`config.mk`:
```
export PLATFORM = sky130hd
export DESIGN_NAME = cosine_similarity_clamped_flat
export DESIGN_NICKNAME = d
export VERILOG_FILES = /design/src/rtl/core/cossim_pkg.sv /design/src/rtl/core/cossim_if.sv /design/src/rtl/core/cossim_ctrl.sv /design/src/rtl/core/cossim_dp.sv /design/src/rtl/core/cosine_similarity_clamped.sv /design/src/flat_wrapper.sv
export SDC_FILE = /design/constraint.sdc
export NUM_CORES = 2
export LEC_CHECK = 0
export BUFFER_PORTS_ARGS = -buffer_cell sky130_fd_sc_hd__buf_2
export CAP_MARGIN = 20
export CORE_MARGIN = 2
export CORE_UTILIZATION = 55
export DETAILED_ROUTE_END_ITERATION = 8
export GPL_TIMING_DRIVEN = 0
export PLACE_DENSITY = 0.7
export SETUP_SLACK_MARGIN = 0.02
export SYNTH_ARGS = -nofsm -noshare
export SYNTH_HDL_FRONTEND = slang
export SYNTH_SLANG_ARGS = --single-unit
```
`constraint.sdc`:
```
create_clock -name i_clk -period 9.2 [get_ports i_clk]
set_input_delay 1.84 -clock i_clk [delete_from_list [all_inputs] [get_ports i_clk]]
set_output_delay 1.84 -clock i_clk [all_outputs]
set_load 0.02 [all_outputs]
```
`src/rtl/core/cossim_pkg.sv`:
```
package cossim_pkg;

    // Field widths of the request and result channels
    localparam int ELEM_W      = 16;
    localparam int SIM_W       = 16;
    localparam int PROD_W      = 2 * ELEM_W;
    localparam int DEF_MAX_LEN = 4096;

    // Unity in unsigned Q1.15
    localparam logic [SIM_W-1:0] SIM_ONE = 16'h8000;

    // Quotient bits produced by the divider, one per step
    localparam int QUOT_STEPS = SIM_W;

    typedef enum logic [2:0] {
        S_ACC,
        S_SETTLE,
        S_CHECK,
        S_MUL,
        S_SQRT,
        S_DIV,
        S_DONE
    } t_state;

    // Commands from the controller to the datapath
    typedef struct packed {
        logic acc;
        logic mul_init;
        logic mul_step;
        logic sqrt_init;
        logic sqrt_step;
        logic div_init;
        logic div_step;
        logic quot_clr;
        logic emit;
    } t_cmd;

    // Status from the datapath to the controller
    typedef struct packed {
        logic pos;
        logic out_free;
    } t_sts;

endpackage

```
`src/rtl/core/cossim_if.sv`:
```
interface cossim_req_if;
    logic                                     valid;
    logic                                     ready;
    logic signed [cossim_pkg::ELEM_W-1:0]     elem_a;
    logic signed [cossim_pkg::ELEM_W-1:0]     elem_b;
    logic                                     last_pair;

    modport source (output valid, output elem_a, output elem_b, output last_pair,
                    input ready);
    modport sink   (input valid, input elem_a, input elem_b, input last_pair,
                    output ready);
endinterface

interface cossim_res_if;
    logic                            valid;
    logic                            ready;
    logic [cossim_pkg::SIM_W-1:0]    similarity;
    logic                            too_long;

    modport source (output valid, output similarity, output too_long, input ready);
    modport sink   (input valid, input similarity, input too_long, output ready);
endinterface

```
`src/rtl/core/cossim_ctrl.sv`:
```
module cossim_ctrl #(
    parameter int MAX_LEN = cossim_pkg::DEF_MAX_LEN
) (
    input  logic              i_clk,
    input  logic              i_rst_n,
    input  logic              i_req_valid,
    input  logic              i_req_last,
    output logic              o_req_ready,
    input  cossim_pkg::t_sts  i_sts,
    output cossim_pkg::t_cmd  o_cmd
);

    localparam int NORM_W = cossim_pkg::PROD_W - 1 + $clog2(MAX_LEN);
    localparam int STEP_W = $clog2(NORM_W);
    localparam logic [STEP_W-1:0] NORM_LAST = STEP_W'(NORM_W - 1);
    localparam logic [STEP_W-1:0] QUOT_LAST = STEP_W'(cossim_pkg::QUOT_STEPS - 1);

    cossim_pkg::t_state r_state, n_state;
    logic [STEP_W-1:0]  r_step, n_step;

    // Hold state and step count
    always_ff @(posedge i_clk) begin
        if (!i_rst_n) begin
            r_state <= cossim_pkg::S_ACC;
            r_step  <= '0;
        end else begin
            r_state <= n_state;
            r_step  <= n_step;
        end
    end

    // Sequence accumulate, multiply, root, divide and hand-off; a non-positive dot product goes straight to hand-off
    always_comb begin
        n_state     = r_state;
        n_step      = r_step;
        o_cmd       = '0;
        o_req_ready = 1'b0;
        case (r_state)
            cossim_pkg::S_ACC: begin
                o_req_ready = 1'b1;
                if (i_req_valid) begin
                    o_cmd.acc = 1'b1;
                    if (i_req_last) begin
                        n_state = cossim_pkg::S_SETTLE;
                    end
                end
            end
            cossim_pkg::S_SETTLE: begin
                n_state = cossim_pkg::S_CHECK;
            end
            cossim_pkg::S_CHECK: begin
                n_step = '0;
                if (i_sts.pos) begin
                    o_cmd.mul_init = 1'b1;
                    n_state        = cossim_pkg::S_MUL;
                end else begin
                    o_cmd.quot_clr = 1'b1;
                    n_state        = cossim_pkg::S_DONE;
                end
            end
            cossim_pkg::S_MUL: begin
                o_cmd.mul_step = 1'b1;
                if (r_step == NORM_LAST) begin
                    o_cmd.sqrt_init = 1'b1;
                    n_step          = '0;
                    n_state         = cossim_pkg::S_SQRT;
                end else begin
                    n_step = r_step + 1'b1;
                end
            end
            cossim_pkg::S_SQRT: begin
                o_cmd.sqrt_step = 1'b1;
                if (r_step == NORM_LAST) begin
                    o_cmd.div_init = 1'b1;
                    n_step         = '0;
                    n_state        = cossim_pkg::S_DIV;
                end else begin
                    n_step = r_step + 1'b1;
                end
            end
            cossim_pkg::S_DIV: begin
                o_cmd.div_step = 1'b1;
                if (r_step == QUOT_LAST) begin
                    n_step  = '0;
                    n_state = cossim_pkg::S_DONE;
                end else begin
                    n_step = r_step + 1'b1;
                end
            end
            cossim_pkg::S_DONE: begin
                if (i_sts.out_free) begin
                    o_cmd.emit = 1'b1;
                    n_state    = cossim_pkg::S_ACC;
                end
            end
            default: begin
                n_state = cossim_pkg::S_ACC;
                n_step  = '0;
            end
        endcase
    end

endmodule

```
`src/rtl/core/cossim_dp.sv`:
```
module cossim_dp #(
    parameter int MAX_LEN = cossim_pkg::DEF_MAX_LEN
) (
    input  logic                                 i_clk,
    input  logic                                 i_rst_n,
    input  logic signed [cossim_pkg::ELEM_W-1:0] i_elem_a,
    input  logic signed [cossim_pkg::ELEM_W-1:0] i_elem_b,
    input  cossim_pkg::t_cmd                     i_cmd,
    output cossim_pkg::t_sts                     o_sts,
    output logic                                 o_res_valid,
    input  logic                                 i_res_ready,
    output logic [cossim_pkg::SIM_W-1:0]         o_similarity,
    output logic                                 o_too_long
);

    localparam int PROD_W = cossim_pkg::PROD_W;
    localparam int NORM_W = PROD_W - 1 + $clog2(MAX_LEN);
    localparam int DOT_W  = NORM_W + 2;
    localparam int CNT_W  = $clog2(MAX_LEN + 1);
    localparam int SIM_W  = cossim_pkg::SIM_W;

    // Product stage and accumulators
    logic signed [PROD_W-1:0]   w_pab, w_paa, w_pbb;
    logic signed [PROD_W-1:0]   r_pab;
    logic [PROD_W-2:0]          r_paa, r_pbb;
    logic                       r_padd;
    logic signed [DOT_W-1:0]    r_dot;
    logic [NORM_W-1:0]          r_na, r_nb;
    logic [CNT_W-1:0]           r_cnt;
    logic                       r_ovf;

    // Norm product, root and quotient
    logic [2*NORM_W-1:0]        r_prod;
    logic [NORM_W-1:0]          r_mplr;
    logic [NORM_W+1:0]          r_srem;
    logic [NORM_W-1:0]          r_root;
    logic [NORM_W:0]            r_drem;
    logic [SIM_W-1:0]           r_quot;

    // Output register
    logic                       r_ovalid;
    logic [SIM_W-1:0]           r_sim;
    logic                       r_tl;

    logic [2*NORM_W-1:0]        w_addend;
    logic [NORM_W+3:0]          w_stry, w_strial;
    logic                       w_sbit;
    logic                       w_dge;
    logic [NORM_W:0]            w_dnext;
    logic [SIM_W-1:0]           w_clamp;

    assign w_pab = i_elem_a * i_elem_b;
    assign w_paa = i_elem_a * i_elem_a;
    assign w_pbb = i_elem_b * i_elem_b;

    // Shift-add multiply step over the bits of norm b
    assign w_addend = r_mplr[NORM_W-1] ? (2*NORM_W)'(r_na) : '0;

    // Restoring root step: two radicand bits per step
    assign w_stry   = {r_srem, r_prod[2*NORM_W-1 -: 2]};
    assign w_strial = (NORM_W + 4)'({r_root, 2'b01});
    assign w_sbit   = (w_stry >= w_strial);

    // Restoring divide step: one quotient bit per step
    assign w_dge   = (r_drem >= {1'b0, r_root});
    assign w_dnext = w_dge ? (r_drem - {1'b0, r_root}) : r_drem;

    assign w_clamp = (r_quot > cossim_pkg::SIM_ONE) ? cossim_pkg::SIM_ONE : r_quot;

    assign o_sts.pos      = !r_dot[DOT_W-1] && (r_dot != '0) && (r_na != '0) && (r_nb != '0);
    assign o_sts.out_free = !r_ovalid || i_res_ready;

    assign o_res_valid  = r_ovalid;
    assign o_similarity = r_sim;
    assign o_too_long   = r_tl;

    // Count each request and add its products in the cycle after capture; pairs past MAX_LEN only set the overflow flag
    always_ff @(posedge i_clk) begin
        if (!i_rst_n) begin
            r_padd <= 1'b0;
            r_dot  <= '0;
            r_na   <= '0;
            r_nb   <= '0;
            r_cnt  <= '0;
            r_ovf  <= 1'b0;
        end else begin
            r_padd <= 1'b0;
            if (i_cmd.acc) begin
                if (r_cnt < CNT_W'(MAX_LEN)) begin
                    r_padd <= 1'b1;
                    r_cnt  <= r_cnt + 1'b1;
                end else begin
                    r_ovf <= 1'b1;
                end
            end
            if (r_padd) begin
                r_dot <= r_dot + DOT_W'(r_pab);
                r_na  <= r_na + NORM_W'(r_paa);
                r_nb  <= r_nb + NORM_W'(r_pbb);
            end
            if (i_cmd.emit) begin
                r_dot <= '0;
                r_na  <= '0;
                r_nb  <= '0;
                r_cnt <= '0;
                r_ovf <= 1'b0;
            end
        end
    end

    // Hold product terms for the add stage
    always_ff @(posedge i_clk) begin
        if (i_cmd.acc) begin
            r_pab <= w_pab;
            r_paa <= w_paa[PROD_W-2:0];
            r_pbb <= w_pbb[PROD_W-2:0];
        end
    end

    // Advance multiply, root and divide
    always_ff @(posedge i_clk) begin
        if (i_cmd.mul_init) begin
            r_prod <= '0;
            r_mplr <= r_nb;
        end else if (i_cmd.mul_step) begin
            r_prod <= {r_prod[2*NORM_W-2:0], 1'b0} + w_addend;
            r_mplr <= {r_mplr[NORM_W-2:0], 1'b0};
        end else if (i_cmd.sqrt_step) begin
            r_prod <= {r_prod[2*NORM_W-3:0], 2'b00};
        end

        if (i_cmd.sqrt_init) begin
            r_srem <= '0;
            r_root <= '0;
        end else if (i_cmd.sqrt_step) begin
            r_srem <= w_sbit ? (NORM_W + 2)'(w_stry - w_strial) : (NORM_W + 2)'(w_stry);
            r_root <= {r_root[NORM_W-2:0], w_sbit};
        end

        if (i_cmd.div_init) begin
            r_drem <= {1'b0, r_dot[NORM_W-1:0]};
        end else if (i_cmd.div_step) begin
            r_drem <= {w_dnext[NORM_W-1:0], 1'b0};
        end

        if (i_cmd.div_init || i_cmd.quot_clr) begin
            r_quot <= '0;
        end else if (i_cmd.div_step) begin
            r_quot <= {r_quot[SIM_W-2:0], w_dge};
        end
    end

    // Load the output register, drop it once taken
    always_ff @(posedge i_clk) begin
        if (!i_rst_n) begin
            r_ovalid <= 1'b0;
        end else if (i_cmd.emit) begin
            r_ovalid <= 1'b1;
        end else if (i_res_ready) begin
            r_ovalid <= 1'b0;
        end
    end

    always_ff @(posedge i_clk) begin
        if (i_cmd.emit) begin
            r_sim <= w_clamp;
            r_tl  <= r_ovf;
        end
    end

endmodule

```
`src/rtl/core/cosine_similarity_clamped.sv`:
```
// Channel   Direction  Payload                          Accepted when
// i_req     in         elem_a, elem_b, last_pair        valid && ready
// o_res     out        similarity, too_long             valid && ready
//
// Element pairs are taken one per cycle while the block is accumulating. After the final pair,
// ready stays low through a bit-serial multiply of the two NORM_W-bit norms (NORM_W =
// 31 + clog2(MAX_LEN)), a bit-serial square root and a 16-step restoring divide, run in turn,
// with the root reusing the product register as its radicand. A zero or negative dot product
// skips all three and yields zero. Reset is synchronous and clears accumulators and output valid.
// A result waiting on o_res does not stall input until the next one is ready.
module cosine_similarity_clamped #(
    parameter int MAX_LEN = cossim_pkg::DEF_MAX_LEN
) (
    input  logic           i_clk,
    input  logic           i_rst_n,
    cossim_req_if.sink     i_req,
    cossim_res_if.source   o_res
);

    cossim_pkg::t_cmd w_cmd;
    cossim_pkg::t_sts w_sts;

    cossim_ctrl #(
        .MAX_LEN (MAX_LEN)
    ) u_ctrl (
        .i_clk       (i_clk),
        .i_rst_n     (i_rst_n),
        .i_req_valid (i_req.valid),
        .i_req_last  (i_req.last_pair),
        .o_req_ready (i_req.ready),
        .i_sts       (w_sts),
        .o_cmd       (w_cmd)
    );

    cossim_dp #(
        .MAX_LEN (MAX_LEN)
    ) u_dp (
        .i_clk        (i_clk),
        .i_rst_n      (i_rst_n),
        .i_elem_a     (i_req.elem_a),
        .i_elem_b     (i_req.elem_b),
        .i_cmd        (w_cmd),
        .o_sts        (w_sts),
        .o_res_valid  (o_res.valid),
        .i_res_ready  (o_res.ready),
        .o_similarity (o_res.similarity),
        .o_too_long   (o_res.too_long)
    );

endmodule

```
`src/flat_wrapper.sv`:
```
// flat-port wrapper written by rule: the top's interface ports become plain ports
module cosine_similarity_clamped_flat 
#(
    parameter int MAX_LEN = cossim_pkg::DEF_MAX_LEN
)
  (i_clk, i_rst_n, i_req_valid, i_req_elem_a, i_req_elem_b, i_req_last_pair, i_req_ready, o_res_valid, o_res_similarity, o_res_too_long, o_res_ready);
  cossim_req_if i_req_i ();
  cossim_res_if o_res_i ();
  input  logic i_clk;
  input  logic i_rst_n;
  input wire logic [$bits(i_req_i.valid)-1:0] i_req_valid;
  input wire logic [$bits(i_req_i.elem_a)-1:0] i_req_elem_a;
  input wire logic [$bits(i_req_i.elem_b)-1:0] i_req_elem_b;
  input wire logic [$bits(i_req_i.last_pair)-1:0] i_req_last_pair;
  output wire logic [$bits(i_req_i.ready)-1:0] i_req_ready;
  output wire logic [$bits(o_res_i.valid)-1:0] o_res_valid;
  output wire logic [$bits(o_res_i.similarity)-1:0] o_res_similarity;
  output wire logic [$bits(o_res_i.too_long)-1:0] o_res_too_long;
  input wire logic [$bits(o_res_i.ready)-1:0] o_res_ready;
  assign i_req_i.valid = i_req_valid;
  assign i_req_i.elem_a = i_req_elem_a;
  assign i_req_i.elem_b = i_req_elem_b;
  assign i_req_i.last_pair = i_req_last_pair;
  assign i_req_ready = i_req_i.ready;
  assign o_res_valid = o_res_i.valid;
  assign o_res_similarity = o_res_i.similarity;
  assign o_res_too_long = o_res_i.too_long;
  assign o_res_i.ready = o_res_ready;
  cosine_similarity_clamped #(.MAX_LEN(MAX_LEN)) u_core (.i_clk(i_clk), .i_rst_n(i_rst_n), .i_req(i_req_i), .o_res(o_res_i));
endmodule
```
==> out/metrics.sh <==
RUN_STATUS='finished clean'
FINAL-SEQ-AREA_SQ_UM=12800
SYNTH_CELLS=7236
AVERAGE_FOOTPRINT_OF_A_SYNTHESIZED_CELL_SQ_UM=8.613
FINAL_HOLD_VIOL_COUNT=0
CRITICAL_PATH_REQUIRED_NS=9.56
MAXCLOCKFREQUENCY_GHz=0.1137
YOSYSWARNINGS=0
HOLD-PATH-CELL-COUNT=2
SYNTHESIS.NETS=8490
CRITICAL_PATH.STARTPOINT_TYPE='primary input'
FILLER_CELL_COUNT=10030
CRIT-REG2REG-LAUNCH='u_core.u_dp.r_na[32]'
SYNTHESIS.AREA_SQ_UM=62320
CTS_TREE='built'
DESIGN.FINAL.NETS=8613
FP.DIEAREA_SQ_UM=116000
CRIT_ARRIVAL_NS=9.15
ROUTED_WL_MM=180.2
MULTI_INPUT_COMB_AREA_SQ_UM=44110
FIN_CRIT_SH_PCT=95.56
CLKSLEWWORSTSETUPHOLDPATHS_NS=0.06
CTS_MADE_BUFFERS=66
DRT_DRC_VIOLATIONS_LEFT=0
WORST_REG_TO_REG_PATH_CELL_COUNT=9
FLOORPLAN.ROWS=123
HOLDBUFCOUNTCTS=0
DRT_PASS1_ITERATIONS=6
MIN-DELAY-START='u_core.u_dp.r_root[31]'
SYN2LAYOUT_AREA_GROWTH_PCT=7.458
CRITPATHSLOWESTCELL='sky130_fd_sc_hd__clkdlybuf4s15_1'
LEADING_CELL_TYPES_IN_THE_LAYOUT_FILL_AND_TAPS_EXCLUDED='1113 x sky130_fd_sc_hd__inv_1, 767 x sky130_fd_sc_hd__nand2_1, 725 x sky130_fd_sc_hd__fa_1, 533 x sky130_fd_sc_hd__nor2_1, 501 x sky130_fd_sc_hd__a21oi_1'
GLOBAL_ROUTE_WIRE_LENGTH_BEFORE_REPAIR_MM=285.0
REG2REG_TO='u_core.u_dp.r_mplr[28]'
SYNTH_EDF_COUNT=195
NETLIST-CELL-TYPE-COUNT=90
INSERTION_DELAY_NS=0.65
SYNTH_TOP_CELL_AREA_SHARE_PCT=23.29
GLOBALPLACE.CONGESTION=0.9872
DETAILEDPLACEMENTHPWL_MM=143.1
ANTENNA_FOUND_INITIAL=5
GRT_OVERFLOW=0
RSZ0062_AT_GRT='no'
CTS-HTREE-LEVELS=3
AVG_WL_PER_CELL_UM=20.21
CLK_ROOT_BUFFER_CELL='sky130_fd_sc_hd__clkbuf_16'
IO_PINS=56
SLEW_VIOLATIONS=0
PLACEABLECOREAREA_SQ_UM=112500
TIMING_WORST_SETUP_PATH_TYPE='primary input to flop'
MAXIMUM_NUMBER_OF_PINS_ON_ONE_NET_BEFORE_GLOBAL_ROUTE_REPAIR=63
FINAL_ANTENNA_NET_COUNT=0
WORSTHOLDENDPOINT='u_core.u_dp.r_root[32]'
DIE_X_EXTENT_UM=340.6
DRT-INITIAL-DRC-COUNT=4030
TIMING.FINAL.CRIT_PERIOD_NS=8.792
CPPEAKSTAGEDELAY_NS=0.60
DRIVE_ABOVE_1_SHARE_PCT=4.236
SYNTH.AREA.TOP_CELLS='sky130_fd_sc_hd__fa_1 23%, sky130_fd_sc_hd__dfxtp_1 11%, sky130_fd_sc_hd__ha_1 9.9%, sky130_fd_sc_hd__edfxtp_1 9.4%, sky130_fd_sc_hd__inv_1 6.7%'
SLEW_HEADROOM_PCT=16.13
SYNTH_LARGEST_AREA_CELL='sky130_fd_sc_hd__fa_1'
FIRST_GLOBAL_VIAS=53140
FLOORPLAN.DIE.HEIGHT_UM=340.6
POSTSYNTHREGISTERBITS=542
YS.FLOP_TYPE='sky130_fd_sc_hd__dfxtp_1'
VIASPERCELL=5.799
CRITICAL_PATH_PEAK_FANOUT=10
MAX-CLOCK-PATH-BUFFERS=3
FINAL_COMMON_CELL='sky130_fd_sc_hd__inv_1'
WORST_PIN_SLEW_NS=1.258
GRT_USE_TOTAL_PCT=31.23
MIN_DELAY_PATH_CLASS='flop to flop'
FIN_SKEW_NS=0.02871
CRITICAL_PATH.ENDPOINT_TYPE='flop'
MAX_CAP_VIOLATIONS=0
ASYNC_FLOP_SHARE_PCT=0
INITIAL_CORE_UTILIZATION_PCT=55.40
IO_BUFFERS=47
FINALSETUPVIOLATIONS=0
R2R_SLACK_NS=4.50
CRITICAL-PATH-TOP-CELL-BY-COUNT='sky130_fd_sc_hd__fa_1'
DETAILROUTE.VIA_COUNT=51710
FINISH.UTILIZATION_PCT=59.53
SYNTH-SEQ-AREA-SHARE_PCT=20.54
CTS.SINK_COUNT=542
-- per-layer routing --
| metal | vias up | global-route usage [%] | wire length, um |
|---|---|---|---|
| met5 | - | 0 | 13 |
| met4 | 2 | 15.82 | 10230 |
| met3 | 515 | 5.219 | 13040 |
| met2 | 1876 | 52.88 | 85750 |
| met1 | 25220 | 38.51 | 71180 |
| li1 | 24100 | - | - |
-- cells in the mapped netlist, drive strengths merged, types with 9 or more instances --
cell type	instances
a31o	16
or4	9
nand2	769
fa	725
a31oi	44
a2111oi	13
a21oi	506
buf	37
nor4	52
and3	74
nor3b	12
a311oi	31
nor2b	79
o22ai	11
nand3	115
or2	25
edfxtp	195
mux2i	93
o2111ai	11
a211o	11
xnor2	235
and2	219
nor3	86
nor2	534
a21boi	12
a21o	186
and4	13
o31ai	14
a211oi	66
clkbuf	283
o21a	59
o41ai	10
nand2b	50
mux2	45
o211ai	24
or3	28
o21bai	50
dfxtp	347
o21ai	256
o31a	11
xor2	120
inv	1118
nand4	56
ha	492
-- cells by family (layout without fill, tap and decap cells) --
| logic type | count (synthesis) | count (layout) | share of synthesized area (%) |
|---|---|---|---|
| flip-flops | 542 | 542 | 20.54 |
| AND/OR/NAND/NOR | 2133 | 2133 | 15.96 |
| AO/OA/AOI/OAI | 1407 | 1407 | 14.30 |
| buffers and inverters | 1444 | 1620 | 8.735 |
| adder cells (fa/ha/maj) | 1217 | 1217 | 33.17 |
| XOR/XNOR | 355 | 355 | 4.989 |
| other | 0 | 5 | 0 |
| multiplexers | 138 | 138 | 2.307 |
-- layout make-up --
cell class | count | area share, %
Clock inverter | 25 | 0.4802
Sequential cell | 542 | 19.12
Buffer | 316 | 1.844
Antenna cell | 5 | 0.01868
Clock buffer | 96 | 2.965
Inverter | 1124 | 6.311
Tap cell | 1500 | 2.802
Multi-Input combinational cell | 5250 | 65.86
Timing Repair Buffer | 59 | 0.6016
-- worst max-delay path by stage --
stage | startpoint | end | slack, ns | depth (start not counted)
3_5_place_dp | i_req_elem_b[2] | u_core.u_dp.r_pab[30] | -0.69 | 23
3_3_place_gp | i_req_elem_b[15] | u_core.u_dp.r_pab[30] | -0.72 | 25
6_report | i_req_elem_b[4] | u_core.u_dp.r_pab[30] | 0.41 | 25
2_1_floorplan | i_req_elem_a[15] | u_core.u_dp.r_pab[31] | 1.01 | 24
5_1_grt | i_req_elem_b[4] | u_core.u_dp.r_pbb[29] | 0.07 | 26
4_1_cts | i_req_elem_b[9] | u_core.u_dp.r_pab[30] | 0.03 | 27
-- registers in the layout, indices dropped and copies added (netlist names) --
signal                    flops
u_core.u_dp.r_ovf             1
u_core.u_dp.r_srem           45
u_core.u_dp.r_pab            32
u_core.u_dp.r_dot            45
u_core.u_dp.r_padd            1
u_core.u_dp.r_quot           16
u_core.u_dp.r_pbb            30
u_core.u_dp.r_paa            30
u_core.u_ctrl.r_step          6
u_core.u_ctrl.r_state         3
u_core.u_dp.r_drem           44
u_core.u_dp.r_root           43
u_core.u_dp.r_cnt            13
u_core.u_dp.o_too_long        1
u_core.u_dp.r_prod           86
u_core.u_dp.r_mplr           43
u_core.u_dp.r_nb             43
u_core.u_dp.o_similarity     16
u_core.u_dp.o_res_valid       1
u_core.u_dp.r_na             43
-- per-stage QoR --
step / hold slack, ns / instance area (sq um) / cells / setup TNS [ns] / worst slack, ns
after floorplan: 0.4090 / 62320 / 7236 / 0 / 1.011
after global placement: 0.4474 / 64430 / 8783 / -5.146 / -0.7241
after detailed placement: 0.4531 / 64590 / 8790 / -5.122 / -0.6919
after CTS: 0.4601 / 66890 / 8911 / 0 / 0.03005
after global routing: 0.4663 / 66960 / 8913 / 0 / 0.07316
final: 0.4568 / 66970 / 8917 / 0 / 0.4083
-- worst max-delay path: cells and delay by family --
family	cells	cell delay [ns]
AND/OR/NAND/NOR	5	1.16
AO/OA/AOI/OAI	6	1.39
buffers and inverters	6	1.05
adder cells (fa/ha/maj)	7	3.37
XOR/XNOR	1	0.32
-- what timing repair did --
action | in CTS | in global routing
buffers inserted | 0 | 4
pin swaps | 0 | 0
cloned | 0 | 0
gates resized for setup | 1 | 36
setup endpoints to repair | 2 | 11
Power is left out: the tool's default activity adds up to more than one toggle a clock period on the data nets, which glitch-free logic cannot reach.
